$ cat src/rtl/core/gbte_pkg.sv
// Package: gap buffer editor constants, opcodes, states and control structs.
`timescale 1ns / 1ps
package gbte_pkg;
    localparam int CAPACITY = 4096;
    localparam int AW = $clog2(CAPACITY);
    localparam int PW = AW + 1;
    localparam logic [7:0] NEWLINE = 8'h0A;

    typedef enum logic [2:0] {
        OP_INSERT = 3'd0, OP_BKSP = 3'd1, OP_GOTO = 3'd2, OP_LEFT = 3'd3,
        OP_RIGHT = 3'd4, OP_UP = 3'd5, OP_DOWN = 3'd6, OP_READ = 3'd7
    } t_op;

    typedef enum logic [1:0] {
        ST_DONE = 2'd0, ST_FULL = 2'd1, ST_NOP = 2'd2
    } t_status;

    // Scan reads go through the registered memory port: issue, then check.
    typedef enum logic [3:0] {
        S_IDLE, S_DECODE, S_RD_ISSUE, S_RD_WAIT, S_SCAN_ISSUE, S_SCAN_WAIT,
        S_MOVE_ISSUE, S_MOVE_WAIT, S_RESULT
    } t_state;

    typedef enum logic [1:0] {
        SC_CUR_START, SC_PREV_START, SC_NEXT_NL, SC_NEXT_END
    } t_scan;

    // Commands from controller to datapath.
    typedef struct packed {
        logic         insert;   // write char at gap_begin, bump
        logic         bksp;
        logic         mem_rd;   // read address rd_addr
        logic [AW-1:0] rd_addr;
        logic         move_step; // complete one gap move step using read data
        logic         move_dir;  // 1 right
    } t_cmd;

    typedef struct packed {
        logic [PW-1:0] gap_begin;
        logic [PW-1:0] gap_finish;
        logic [PW-1:0] text_len;
        logic [7:0]    rd_data;
    } t_stat;
endpackage

$ cat src/rtl/core/gbte_if.sv
// Valid/ready channel interfaces for commands and results.
`timescale 1ns / 1ps
interface gbte_cmd_if;
    logic       valid;
    logic       ready;
    logic [2:0] opcode;
    logic [7:0] char_in;
    logic [12:0] target_pos;
    modport source (output valid, opcode, char_in, target_pos, input ready);
    modport sink (input valid, opcode, char_in, target_pos, output ready);
endinterface

interface gbte_res_if;
    logic        valid;
    logic        ready;
    logic [12:0] cursor_pos;
    logic [12:0] text_len;
    logic [7:0]  read_byte;
    logic [1:0]  status;
    modport source (output valid, cursor_pos, text_len, read_byte, status, input ready);
    modport sink (input valid, cursor_pos, text_len, read_byte, status, output ready);
endinterface

$ cat src/rtl/core/gbte_ctrl.sv
// Controller: command sequencer for scans, gap moves and result.
`timescale 1ns / 1ps
module gbte_ctrl (
    input  logic            i_clk,
    input  logic            i_rst_n,
    gbte_cmd_if.sink        cmd,
    gbte_res_if.source      res,
    input  gbte_pkg::t_stat i_stat,
    output gbte_pkg::t_cmd  o_cmd,
    output logic [7:0]      o_char
);
    localparam int PW = gbte_pkg::PW;
    localparam int AW = gbte_pkg::AW;

    gbte_pkg::t_state r_state, n_state;
    gbte_pkg::t_scan  r_scan, n_scan;
    logic [2:0]  r_op, n_op;
    logic [7:0]  r_ch, n_ch;
    logic [12:0] r_tgt, n_tgt;
    logic [PW-1:0] r_p, n_p;       // scan position
    logic [PW-1:0] r_mark, n_mark; // cur line start / next line start
    logic [PW-1:0] r_col, n_col;
    logic [PW-1:0] r_dest, n_dest;
    logic [1:0]  r_st, n_st;
    logic [7:0]  r_rb, n_rb;
    logic        r_ovalid, n_ovalid;
    logic [12:0] r_ocur, r_olen, n_ocur, n_olen;
    logic [7:0]  r_orb, n_orb;
    logic [1:0]  r_ost, n_ost;

    logic [PW-1:0] gb, gf, len, gapw, phys, scan_log, tclamp;
    logic [PW-1:0] prev_len, next_len, cmin;
    logic out_free;

    assign gb = i_stat.gap_begin;
    assign gf = i_stat.gap_finish;
    assign len = i_stat.text_len;
    assign gapw = gf - gb;
    assign out_free = !r_ovalid || res.ready;
    assign cmd.ready = (r_state == gbte_pkg::S_IDLE);
    assign o_char = r_ch;
    assign tclamp = (PW'(r_tgt) > len) ? len : PW'(r_tgt);
    // logical byte read in scans: p-1 for backward scans, p for forward
    assign scan_log = (r_scan == gbte_pkg::SC_CUR_START || r_scan == gbte_pkg::SC_PREV_START)
                      ? r_p - 1'b1 : r_p;
    assign phys = (scan_log < gb) ? scan_log : scan_log + gapw;
    assign prev_len = r_mark - 1'b1 - r_p;
    assign next_len = r_p - r_mark;

    always_comb begin
        n_state = r_state; n_scan = r_scan; n_op = r_op; n_ch = r_ch; n_tgt = r_tgt;
        n_p = r_p; n_mark = r_mark; n_col = r_col; n_dest = r_dest; n_st = r_st;
        n_rb = r_rb; n_ovalid = r_ovalid && !res.ready;
        n_ocur = r_ocur; n_olen = r_olen; n_orb = r_orb; n_ost = r_ost;
        o_cmd = '0;
        cmin = '0;
        case (r_state)
            gbte_pkg::S_IDLE: begin
                if (cmd.valid) begin
                    n_op = cmd.opcode; n_ch = cmd.char_in; n_tgt = cmd.target_pos;
                    n_state = gbte_pkg::S_DECODE;
                end
            end
            gbte_pkg::S_DECODE: begin
                n_st = gbte_pkg::ST_DONE;
                n_rb = '0;
                n_state = gbte_pkg::S_RESULT;
                case (gbte_pkg::t_op'(r_op))
                    gbte_pkg::OP_INSERT: begin
                        if (gb >= gf) n_st = gbte_pkg::ST_FULL;
                        else o_cmd.insert = 1'b1;
                    end
                    gbte_pkg::OP_BKSP: begin
                        if (gb != '0) o_cmd.bksp = 1'b1;
                        else n_st = gbte_pkg::ST_NOP;
                    end
                    gbte_pkg::OP_GOTO: begin
                        n_dest = tclamp;
                        n_state = gbte_pkg::S_MOVE_ISSUE;
                    end
                    gbte_pkg::OP_LEFT: begin
                        if (gb != '0) begin
                            n_dest = gb - 1'b1; n_state = gbte_pkg::S_MOVE_ISSUE;
                        end else n_st = gbte_pkg::ST_NOP;
                    end
                    gbte_pkg::OP_RIGHT: begin
                        if (gb < len) begin
                            n_dest = gb + 1'b1; n_state = gbte_pkg::S_MOVE_ISSUE;
                        end else n_st = gbte_pkg::ST_NOP;
                    end
                    gbte_pkg::OP_UP, gbte_pkg::OP_DOWN: begin
                        n_p = gb;
                        n_scan = gbte_pkg::SC_CUR_START;
                        n_state = gbte_pkg::S_SCAN_ISSUE;
                    end
                    gbte_pkg::OP_READ: begin
                        if (PW'(r_tgt) < len) n_state = gbte_pkg::S_RD_ISSUE;
                        else n_st = gbte_pkg::ST_NOP;
                    end
                    default: ;
                endcase
            end
            gbte_pkg::S_RD_ISSUE: begin
                o_cmd.mem_rd = 1'b1;
                o_cmd.rd_addr = (PW'(r_tgt) < gb) ? AW'(r_tgt) : AW'(PW'(r_tgt) + gapw);
                n_state = gbte_pkg::S_RD_WAIT;
            end
            gbte_pkg::S_RD_WAIT: begin
                n_rb = i_stat.rd_data;
                n_state = gbte_pkg::S_RESULT;
            end
            gbte_pkg::S_SCAN_ISSUE: begin
                // check termination without memory first
                if ((r_scan == gbte_pkg::SC_CUR_START || r_scan == gbte_pkg::SC_PREV_START)
                    && r_p == '0) begin
                    n_state = gbte_pkg::S_SCAN_WAIT;
                end else if ((r_scan == gbte_pkg::SC_NEXT_NL || r_scan == gbte_pkg::SC_NEXT_END)
                    && r_p >= len) begin
                    n_state = gbte_pkg::S_SCAN_WAIT;
                end else begin
                    o_cmd.mem_rd = 1'b1;
                    o_cmd.rd_addr = AW'(phys);
                    n_state = gbte_pkg::S_SCAN_WAIT;
                end
            end
            gbte_pkg::S_SCAN_WAIT: begin
                n_state = gbte_pkg::S_SCAN_ISSUE;
                case (r_scan)
                    gbte_pkg::SC_CUR_START, gbte_pkg::SC_PREV_START: begin
                        if (r_p != '0 && i_stat.rd_data != gbte_pkg::NEWLINE) begin
                            n_p = r_p - 1'b1;
                        end else if (r_scan == gbte_pkg::SC_CUR_START) begin
                            n_col = gb - r_p;
                            n_mark = r_p;
                            if (r_op == 3'(gbte_pkg::OP_UP)) begin
                                if (r_p == '0) begin
                                    n_st = gbte_pkg::ST_NOP; n_state = gbte_pkg::S_RESULT;
                                end else begin
                                    n_p = r_p - 1'b1;
                                    n_scan = gbte_pkg::SC_PREV_START;
                                end
                            end else begin
                                n_p = gb;
                                n_scan = gbte_pkg::SC_NEXT_NL;
                            end
                        end else begin
                            cmin = (r_col < prev_len) ? r_col : prev_len;
                            n_dest = r_p + cmin;
                            n_state = gbte_pkg::S_MOVE_ISSUE;
                        end
                    end
                    gbte_pkg::SC_NEXT_NL: begin
                        if (r_p >= len) begin
                            n_st = gbte_pkg::ST_NOP; n_state = gbte_pkg::S_RESULT;
                        end else if (i_stat.rd_data != gbte_pkg::NEWLINE) begin
                            n_p = r_p + 1'b1;
                        end else begin
                            n_p = r_p + 1'b1;
                            n_mark = r_p + 1'b1;
                            n_scan = gbte_pkg::SC_NEXT_END;
                        end
                    end
                    default: begin
                        if (r_p < len && i_stat.rd_data != gbte_pkg::NEWLINE) begin
                            n_p = r_p + 1'b1;
                        end else begin
                            cmin = (r_col < next_len) ? r_col : next_len;
                            n_dest = r_mark + cmin;
                            n_state = gbte_pkg::S_MOVE_ISSUE;
                        end
                    end
                endcase
            end
            gbte_pkg::S_MOVE_ISSUE: begin
                if (r_dest > gb && gf < PW'(gbte_pkg::CAPACITY)) begin
                    o_cmd.mem_rd = 1'b1;
                    o_cmd.rd_addr = AW'(gf);
                    n_state = gbte_pkg::S_MOVE_WAIT;
                end else if (r_dest < gb && gf != '0) begin
                    o_cmd.mem_rd = 1'b1;
                    o_cmd.rd_addr = AW'(gb - 1'b1);
                    n_state = gbte_pkg::S_MOVE_WAIT;
                end else begin
                    n_state = gbte_pkg::S_RESULT;
                end
            end
            gbte_pkg::S_MOVE_WAIT: begin
                o_cmd.move_step = 1'b1;
                o_cmd.move_dir = (r_dest > gb);
                n_state = gbte_pkg::S_MOVE_ISSUE;
            end
            gbte_pkg::S_RESULT: begin
                if (out_free) begin
                    n_ovalid = 1'b1;
                    n_ocur = gb[12:0];
                    n_olen = len[12:0];
                    n_orb = r_rb;
                    n_ost = r_st;
                    n_state = gbte_pkg::S_IDLE;
                end
            end
            default: n_state = gbte_pkg::S_IDLE;
        endcase
    end

    always_ff @(posedge i_clk) begin
        if (!i_rst_n) begin
            r_state <= gbte_pkg::S_IDLE;
            r_ovalid <= 1'b0;
        end else begin
            r_state <= n_state;
            r_ovalid <= n_ovalid;
        end
    end

    always_ff @(posedge i_clk) begin
        r_scan <= n_scan; r_op <= n_op; r_ch <= n_ch; r_tgt <= n_tgt;
        r_p <= n_p; r_mark <= n_mark; r_col <= n_col; r_dest <= n_dest;
        r_st <= n_st; r_rb <= n_rb;
        r_ocur <= n_ocur; r_olen <= n_olen; r_orb <= n_orb; r_ost <= n_ost;
    end

    assign res.valid = r_ovalid;
    assign res.cursor_pos = r_ocur;
    assign res.text_len = r_olen;
    assign res.read_byte = r_orb;
    assign res.status = r_ost;

    a_one_cmd: assert property (@(posedge i_clk) disable iff (!i_rst_n)
        $onehot0({o_cmd.insert, o_cmd.bksp, o_cmd.move_step}))
        else $error("conflicting datapath commands");
    a_res_from_result: assert property (@(posedge i_clk) disable iff (!i_rst_n)
        $rose(r_ovalid) |-> $past(r_state) == gbte_pkg::S_RESULT)
        else $error("result raised outside result state");
    a_accept_idle: assert property (@(posedge i_clk) disable iff (!i_rst_n)
        (cmd.valid && cmd.ready) |=> r_state == gbte_pkg::S_DECODE)
        else $error("accepted request not decoded");
endmodule

$ cat src/flat_wrapper.sv
// flat-port wrapper written by rule: the top's interface ports become plain ports
module gbte_ctrl_flat 
  (i_clk, i_rst_n, i_stat, o_cmd, o_char, cmd_valid, cmd_opcode, cmd_char_in, cmd_target_pos, cmd_ready, res_valid, res_cursor_pos, res_text_len, res_read_byte, res_status, res_ready);
  gbte_cmd_if cmd_i ();
  gbte_res_if res_i ();
  input  logic i_clk;
  input  logic i_rst_n;
  input  gbte_pkg::t_stat i_stat;
  output gbte_pkg::t_cmd o_cmd;
  output logic [7:0] o_char;
  input wire logic [$bits(cmd_i.valid)-1:0] cmd_valid;
  input wire logic [$bits(cmd_i.opcode)-1:0] cmd_opcode;
  input wire logic [$bits(cmd_i.char_in)-1:0] cmd_char_in;
  input wire logic [$bits(cmd_i.target_pos)-1:0] cmd_target_pos;
  output wire logic [$bits(cmd_i.ready)-1:0] cmd_ready;
  output wire logic [$bits(res_i.valid)-1:0] res_valid;
  output wire logic [$bits(res_i.cursor_pos)-1:0] res_cursor_pos;
  output wire logic [$bits(res_i.text_len)-1:0] res_text_len;
  output wire logic [$bits(res_i.read_byte)-1:0] res_read_byte;
  output wire logic [$bits(res_i.status)-1:0] res_status;
  input wire logic [$bits(res_i.ready)-1:0] res_ready;
  assign cmd_i.valid = cmd_valid;
  assign cmd_i.opcode = cmd_opcode;
  assign cmd_i.char_in = cmd_char_in;
  assign cmd_i.target_pos = cmd_target_pos;
  assign cmd_ready = cmd_i.ready;
  assign res_valid = res_i.valid;
  assign res_cursor_pos = res_i.cursor_pos;
  assign res_text_len = res_i.text_len;
  assign res_read_byte = res_i.read_byte;
  assign res_status = res_i.status;
  assign res_i.ready = res_ready;
  gbte_ctrl u_core (.i_clk(i_clk), .i_rst_n(i_rst_n), .cmd(cmd_i), .res(res_i), .i_stat(i_stat), .o_cmd(o_cmd), .o_char(o_char));
endmodule
$ cat config.mk
export PLATFORM = sky130hd
export DESIGN_NAME = gbte_ctrl_flat
export DESIGN_NICKNAME = d
export VERILOG_FILES = /design/src/rtl/core/gbte_pkg.sv /design/src/rtl/core/gbte_if.sv /design/src/rtl/core/gbte_ctrl.sv /design/src/flat_wrapper.sv
export SDC_FILE = /design/constraint.sdc
export NUM_CORES = 1
export LEC_CHECK = 0
export ABC_AREA = 1
export CORE_MARGIN = 5
export CORE_UTILIZATION = 50
export CTS_BUF_LIST = sky130_fd_sc_hd__clkbuf_8
export DETAILED_ROUTE_END_ITERATION = 8
export DONT_BUFFER_PORTS = 1
export GPL_TIMING_DRIVEN = 0
export PLACE_DENSITY = 0.66
export SETUP_SLACK_MARGIN = 0.05
export SLEW_MARGIN = 15
export SYNTH_ARGS = -nofsm -noshare
export SYNTH_HDL_FRONTEND = slang
export SYNTH_SLANG_ARGS = --single-unit
$ cat constraint.sdc
create_clock -name i_clk -period 5.9 [get_ports i_clk]
set_input_delay 0.885 -clock i_clk [delete_from_list [all_inputs] [get_ports i_clk]]
set_output_delay 0.885 -clock i_clk [all_outputs]
set_load 0.03 [all_outputs]
==> impl_metrics.ini, run 1 <==
[timing]
finalMaxSlewViolations = 0
timing.setup.tns_ps = 0
fin_crit_ps = 5511
skew_ps = 36.53
finalHoldViolCount = 0
fmax_mhz = 181.5
min_period_over_period = 0.9340
worst_pin_slew_ps = 925.1
relSlewSlack = 0.3810
rsz0062_at_grt = no
setup-violations-final = 0

[synthesis]
syn_area_sq_um = 14210
synth_most_common_cell = nand2_1
synth_common_cells = nand2_1, inv_1, ha_1
syn_nets = 2186
avgSynthCellArea_sq_um = 7.503
synth_top_cell_by_area = edfxtp_1
yosysSeqAreaShare = 0.2691
synth_cells = 1894
synth-async-reset-ratio = 0
ys_seq_elements = 129
synth.area.top_cells = edfxtp_1, ha_1, nand2_1
yosysTopAreaCellShare = 0.2620
synth.distinct_cells = 62
ys.warnings.count = 0
synth_edf_count = 124
ys.flop_type = edfxtp_1

[finish]
area_delta_synth_final_pct = 8.039
multi_input_area_sq_um = 9306
drive_gt1_frac = 0.06948
register_area_sq_um = 3824
nNetsFinal = 2222
final_core_util = 0.5496
antenna_cells = 0
n_fill_cell = 2737

[drt]
routed_wl_mm = 49.57
first_pass_iters = 6
wl_per_cell_um = 21.36
ant_nets = 0
drc_errors = 0
routed-via-count = 13640
drt-initial-drc-count = 1353
via_per_inst = 5.875

[floorplan]
die_w_um = 178.6
die_area_sq_um = 31890
io-pin-count = 138
start_util = 0.5087
row_count = 61
die_height_um = 178.6
core_area_sq_um = 27930

[clocking]
htreeDepth = 4
cts_buffers = 17
clock-sinks = 129
cts_buffer_depth = 2
clk_latency_ps = 500
root_buffer = clkbuf_8
clk_pin_slew_ps = 90
cts_tree = yes

[global_route]
grt_max_degree = 25
grt_usage = 0.3100
grt_pass1_wl_mm = 74.52
antenna_found_initial = 0
gr-total-overflow = 0
grt_pass1_vias = 13220

[job]
drv_cap = 0

[critical_path]
path_common_cell = nand2_1
critical_path_required_ps = 6140
slowest_delay_ps = 500
critical_path_class = flip-flop to flip-flop
arrival_ps = 5750
slowest_stage = edfxtp_1
start_kind = flip-flop
critPathMaxFanout = 10
cp-end-kind = flip-flop

[placed_design]
hpwlAfterDp_mm = 40.62
place_congestion = 0.9841
numPortBuffers = 0

[power_and_ir_drop]
peakVddDrop_mv = 0.1983
leakage_nw = 7.034
powerDensity_nw_per_um2 = 357.9

[run_status]
status = finished clean

[min_path]
min_path_type = flip-flop to flip-flop
-- per-layer routing --
metal,vias up,track usage,wire length [um]
met5,-,0,0
li1,6658,-,-
met4,0,0.1612,2776
met1,6310,0.3741,20010
met3,123,0.05384,3215
met2,546,0.5288,23570
-- registers in the layout, indices dropped and copies added (netlist names), 4 cells and up --
register	cells
u_core.o_char	8
u_core.r_col	13
u_core.r_dest	13
u_core.r_mark	13
u_core.r_p	13
u_core.r_rb	8
u_core.r_state	4
u_core.r_tgt	13
u_core.res.cursor_pos	13
u_core.res.read_byte	8
u_core.res.text_len	13
-- cell usage in the layout (no fill, tap or decap), drive strengths merged, types with 2 or more instances in the layout --
master	n
a21oi	169
a22oi	3
fa	8
edfxtp	124
o21bai	8
a21o	9
o211ai	27
o31ai	2
xnor2	21
o22ai	7
o221ai	13
clkbuf	38
clkinvlp	3
o21ai	168
buf	43
xor2	66
nor4	6
dfxtp	5
clkinv	6
and2	3
nor3b	2
a31oi	12
or2	3
a221oi	2
nand3	135
nand3b	4
inv	247
a32oi	3
bufinv	3
a21boi	2
ha	209
a211oi	3
nor2	136
nand2	373
nor3	35
nand4	36
-- critical path: cells and delay by family, from the launching register on --
kind | cells | cell delay (ps)
AOI/OAI and AO/OA | 7 | 1260
adders and majority gates | 4 | 1110
buffers and inverters | 5 | 790
DFF | 1 | 500
xor gates and xnor gates | 1 | 190
and+or+nand+nor | 14 | 1420
-- repair_timing --
item | in CTS | in global routing
pin swaps | 0 | 1
hold buffers | 0 | 0
setup endpoints to repair | 6 | 10
gates resized for setup | 7 | 19
setup buffers | 1 | 13
-- worst paths after layout --
path                   from                 endpoint  slack, ps  cells past startpoint
min          u_core.r_rb[7]  u_core.res.read_byte[7]        420                      0
min reg2reg  u_core.r_rb[7]  u_core.res.read_byte[7]        420                      0
max           u_core.r_p[4]        u_core.r_dest[12]        390                     31
max reg2reg   u_core.r_p[4]        u_core.r_dest[12]        390                     31
-- area by class of cell --
cell class	instances	area share
plain buffers	45	0.01532
clock buffers	17	0.01524
clock inverters	15	0.01263
inverters	244	0.06071
multi-input cells	1474	0.6061
flip-flops and latches	129	0.2490
well taps	378	0.03080
repair buffers	19	0.01011
-- per-stage QoR --
| stage | instances | total power, mW | cell area (sq um) | setup WS, ps | hold WS (ps) |
|---|---|---|---|---|---|
| 2_1_floorplan | 1894 | 3.636 | 14210 | 1325 | 400.3 |
| 3_3_place_gp | 2272 | 4.421 | 14680 | -258.7 | 401.6 |
| 3_5_place_dp | 2277 | 4.490 | 14770 | -310.2 | 404.5 |
| 4_1_cts | 2309 | 5.385 | 15210 | 101.9 | 427.3 |
| 5_1_grt | 2321 | 5.900 | 15350 | 23.70 | 432.9 |
| 6_report | 2321 | 5.495 | 15350 | 389.3 | 425.0 |
-- where the power goes --
group          leakage, nW  switching [mW]  internal [mW]
Combinational         5.63            2.12           1.03
Clock                0.219           0.454          0.432
Sequential            1.18           0.203           1.26
-- cell families (layout without fill, tap and decap cells) --
kind of cell	Yosys count	after routing	share of synthesized area
xor gates and xnor gates	87	87	0.05362
DFF	129	129	0.2691
buffers and inverters	291	340	0.08118
muxes	1	1	0.0007044
AOI/OAI and AO/OA	436	436	0.1727
adders and majority gates	217	217	0.1953
and+or+nand+nor	733	733	0.2275
No activity file was read; power rests on OpenSTA's default activity.
==> run 2: changes to the inputs <==
==> constraint.sdc (replaced) <==
create_clock -name i_clk -period 5.9 [get_ports i_clk]
set_input_delay 0.295 -clock i_clk [delete_from_list [all_inputs] [get_ports i_clk]]
set_output_delay 0.295 -clock i_clk [all_outputs]
set_load 0.03 [all_outputs]
==> impl_metrics.ini, run 2 (synthesized netlist as in run 1, its figures left out) <==
[run_status]
status = finished clean

[timing]
finalHoldViolCount = 0
setup_ws_ps = 375.6
timing.setup.tns_ps = 0
relSlewSlack = 0.4008
worst_pin_slew_ps = 895.5
holdWs_ps = 31.24
fin_crit_ps = 5524
skew_ps = 34.20
setup-violations-final = 0
finalMaxSlewViolations = 0
min_period_over_period = 0.9363
rsz0062_at_grt = no
fmax_mhz = 181.0

[finish]
nNetsFinal = 2275
drive_gt1_frac = 0.06914
area_delta_synth_final_pct = 11.72
antenna_cells = 0
final_common_cell = nand2_1
most-common-layout-cells = nand2_1, inv_1, ha_1

[drt]
drc_errors = 0
wl_per_cell_um = 21.16
ant_nets = 0
first_pass_iters = 6
via_per_inst = 5.893
drt-initial-drc-count = 1451
routed-wl-met2_mm = 24.05
wl_met3_mm = 3.495
routed_wl_mm = 50.24
routed-via-count = 13990
top_layer = met4
wl_met1_mm = 19.99

[global_route]
antenna_found_initial = 0
grt_pass1_vias = 13410
gr-total-overflow = 0
grt_max_degree = 25
grt_pass1_wl_mm = 75.23
grt_usage = 0.3134

[floorplan]
die_area_sq_um = 31890
start_util = 0.5087
io-pin-count = 138
core_area_sq_um = 27930
row_count = 61
die_w_um = 178.6
die_height_um = 178.6

[clocking]
htreeDepth = 4
cts_tree = yes
cts_buffers = 17
clk_pin_slew_ps = 90
cts_buffer_depth = 2
clock-sinks = 129
root_buffer = clkbuf_8
clk_latency_ps = 500

[critical_path]
arrival_ps = 5770
slowest_stage = edfxtp_1
cp-end-kind = flip-flop
critical_path_class = flip-flop to flip-flop
slowest_delay_ps = 510
start_kind = flip-flop
critical_path_required_ps = 6140
critPathMaxFanout = 10

[power_and_ir_drop]
peakVddDrop_mv = 0.2009
leakage_nw = 7.257
powerDensity_nw_per_um2 = 348.5
power.total_mw = 5.533

[placed_design]
numPortBuffers = 0
hpwlAfterDp_mm = 40.62
place_congestion = 0.9841
place_ws_ps = -310.2

[job]
drv_cap = 0

[min_path]
min_path_type = primary input to flip-flop
-- run 2: cell type report --
class / instances / area (sq um)
repair buffers: 72 / 678.2
multi-input cells: 1474 / 9306
plain buffers: 45 / 235.2
clock buffers: 17 / 234.0
well taps: 378 / 473.0
clock inverters: 15 / 193.9
flip-flops and latches: 129 / 3824
inverters: 244 / 932.1
fillers: 2689 / 12060
-- run 2: stage by stage --
| step | cells | util | area [sq um] |
|---|---|---|---|
| final | 2374 | 0.5684 | 15880 |
| after global routing | 2374 | 0.5684 | 15880 |
| after CTS | 2359 | 0.5624 | 15710 |
| after detailed placement | 2277 | 0.5286 | 14770 |
| after global placement | 2272 | 0.5257 | 14680 |
| after floorplan | 1894 | - | 14210 |
-- run 2: critical path, delay by kind of cell (launching register included) --
family	cells	cell delay (ps)
xor gates and xnor gates	1	210
buffers and inverters	8	950
adders and majority gates	4	1290
AOI/OAI and AO/OA	8	1400
DFF	1	510
and+or+nand+nor	9	910
-- run 2: final timing paths --
path	from	end	slack (ps)	depth (start not counted)
hold reg to reg	u_core.r_rb[7]	u_core.res.read_byte[7]	420	0
setup reg to reg	u_core.r_p[2]	u_core.r_dest[10]	380	30
setup / recovery	u_core.r_p[2]	u_core.r_dest[10]	380	30
hold / removal	i_stat[35]	u_core.r_p[1]	30	2
-- run 2: repair_timing --
| item | in CTS | in global routing |
|---|---|---|
| pin swaps | 0 | 1 |
| gates cloned | 0 | 0 |
| endpoints found under the hold margin | 50 | 0 |
| setup endpoints to repair | 6 | 10 |
| hold buffers | 50 | 0 |
| resized for setup | 7 | 19 |
| setup buffers | 1 | 16 |
-- run 2: report_power, final --
part           switching [mW]  leakage, nW  internal, mW
registers               0.206         1.18          1.26
logic                    2.13         5.86          1.06
clock network           0.456        0.219         0.431
-- run 2: layer usage --
metal	vias up	global-route usage
li1	6768	-
met1	6505	0.3776
met2	597	0.5375
met3	121	0.05278
met4	0	0.1609
met5	-	0
==> run 3: changes to the inputs <==
--- a/config.mk
+++ b/config.mk
@@ -6,6 +6,7 @@
 export NUM_CORES = 1
 export LEC_CHECK = 0
 export ABC_AREA = 1
+export CORE_ASPECT_RATIO = 0.8
 export CORE_MARGIN = 5
 export CORE_UTILIZATION = 50
 export CTS_BUF_LIST = sky130_fd_sc_hd__clkbuf_8
@@ -14,6 +15,7 @@
 export GPL_TIMING_DRIVEN = 0
 export PLACE_DENSITY = 0.66
 export SETUP_SLACK_MARGIN = 0.05
+export SKIP_CTS_REPAIR_TIMING = 1
 export SLEW_MARGIN = 15
 export SYNTH_ARGS = -nofsm -noshare
 export SYNTH_HDL_FRONTEND = slang
==> impl_metrics.ini, run 3 (synthesized netlist as in run 1, its figures left out) <==
[run_status]
status = finished clean

[global_route]
antenna_found_initial = 1
gr-usage-met3 = 0.09983
grt_util_met1 = 0.4784
grt_max_degree = 25
grt_usage = 0.3066
grt_pass1_wl_mm = 75.15
grt_most_used_layer = met1
gr-total-overflow = 0
grt.met2_usage = 0.4149
grt_pass1_vias = 12560

[drt]
drc_errors = 0
wl_per_cell_um = 21.67
via_per_inst = 6.014
routed-via-count = 14180
drt-initial-drc-count = 1548
routed_wl_mm = 51.07
first_pass_iters = 6
ant_nets = 0

[power_and_ir_drop]
powerDensity_nw_per_um2 = 347.7
peakVddDrop_mv = 0.2176
power.total_mw = 5.474
leakage_nw = 7.200

[job]
drv_cap = 0

[timing]
holdWs_ps = 10.15
worst_pin_slew_ps = 1056
skew_ps = 28.99
rsz0062_at_grt = yes
setup-violations-final = 0
min_period_over_period = 0.9641
timing.setup.tns_ps = 0
finalHoldViolCount = 0
relSlewSlack = 0.2888
fin_crit_ps = 5688
finalMaxSlewViolations = 0
fmax_mhz = 175.8

[floorplan]
die_w_um = 198.5
die_area_sq_um = 31920
row_count = 55
start_util = 0.5049
die_height_um = 160.8
io-pin-count = 138
core_area_sq_um = 28150

[clocking]
cts_buffers = 17
cts_buffer_depth = 2
root_buffer = clkbuf_8
htreeDepth = 4
cts_tree = yes
clk_latency_ps = 500
clk_pin_slew_ps = 90
clock-sinks = 129

[finish]
area_delta_synth_final_pct = 10.78
most-common-layout-cells = nand2_1, inv_1, ha_1
antenna_cells = 0
final_area_sq_um = 15740
drive_gt1_frac = 0.06241
final_common_cell = nand2_1
nNetsFinal = 2266

[critical_path]
path_common_cell = nand3_1
critPathMaxFanout = 10
crit_end = u_core.r_dest[12]
critical_path_class = flip-flop to flip-flop
cp-end-kind = flip-flop
slowest_stage = edfxtp_1
reg2reg_depth = 28
r2r_end = u_core.r_dest[12]
reg2reg_slack_ps = 210
start_kind = flip-flop
critical_path_required_ps = 6150
arrival_ps = 5940
crit_start = u_core.r_p[0]
slowest_delay_ps = 510
r2r_start = u_core.r_p[0]

[min_path]
min_path_type = primary input to flip-flop
min_from = i_stat[35]

[placed_design]
numPortBuffers = 0
hpwlAfterDp_mm = 41.02
dpl_cell_area_sq_um = 14760
place_congestion = 1.018
run 3: cell count changes in the layout (fill, tap and decap cells not counted), sizes merged:
cell    delta
inv        +3
bufinv     -2
clkinv     -1
buf        -9
run 3: layer usage:
metal  part of all wire  routed length, um
met1               0.46              23500
met2               0.39              20000
met3               0.14               6963
met4              0.012                596
met5            0.00014                  7
run 3: cell type report:
class                      count  area, sq um
tap                          370        462.9
multi-input combinational   1474         9298
sequential                   129         3824
timing repair buffer          63        618.1
clock buffer                  17        234.0
inverter                     244        920.9
clock inverter                15        151.4
fill                        2669        12400
buffer                        45        235.2
run 3: per-stage QoR:
stage,std cells,util,setup slack [ps]
2_1_floorplan,1894,-,1325
3_3_place_gp,2264,0.5214,-190.5
3_5_place_dp,2269,0.5245,-203.0
4_1_cts,2301,0.5382,-238.1
5_1_grt,2357,0.5594,17.48
6_report,2357,0.5594,211.5
run 3: report_power, final:
part           switching, mW  total [mW]  leakage, nW  internal [mW]
logic                   2.16        3.20         5.83           1.04
registers              0.219        1.47         1.18           1.26
clock network          0.456       0.803        0.191          0.347
total                   2.83        5.47         7.20           2.64
run 3: worst min-delay path by stage:
stage / slack (ps) / endpoint / cells past startpoint
2_1_floorplan: 390 / u_core.o_char[0] / 0
3_3_place_gp: 390 / u_core.r_tgt[8] / 0
3_5_place_dp: 390 / u_core.o_char[3] / 0
4_1_cts: -130 / u_core.o_char[4] / 0
5_1_grt: 3 / u_core.r_rb[0] / 2
6_report: 10 / u_core.r_p[1] / 2
run 3: critical path, delay by kind of cell, from the launching register on:
family	cells	cell delay, ps
flops	1	510
compound gates	4	930
fa+ha+maj	5	1680
simple gates	15	1770
buf+inv	4	550
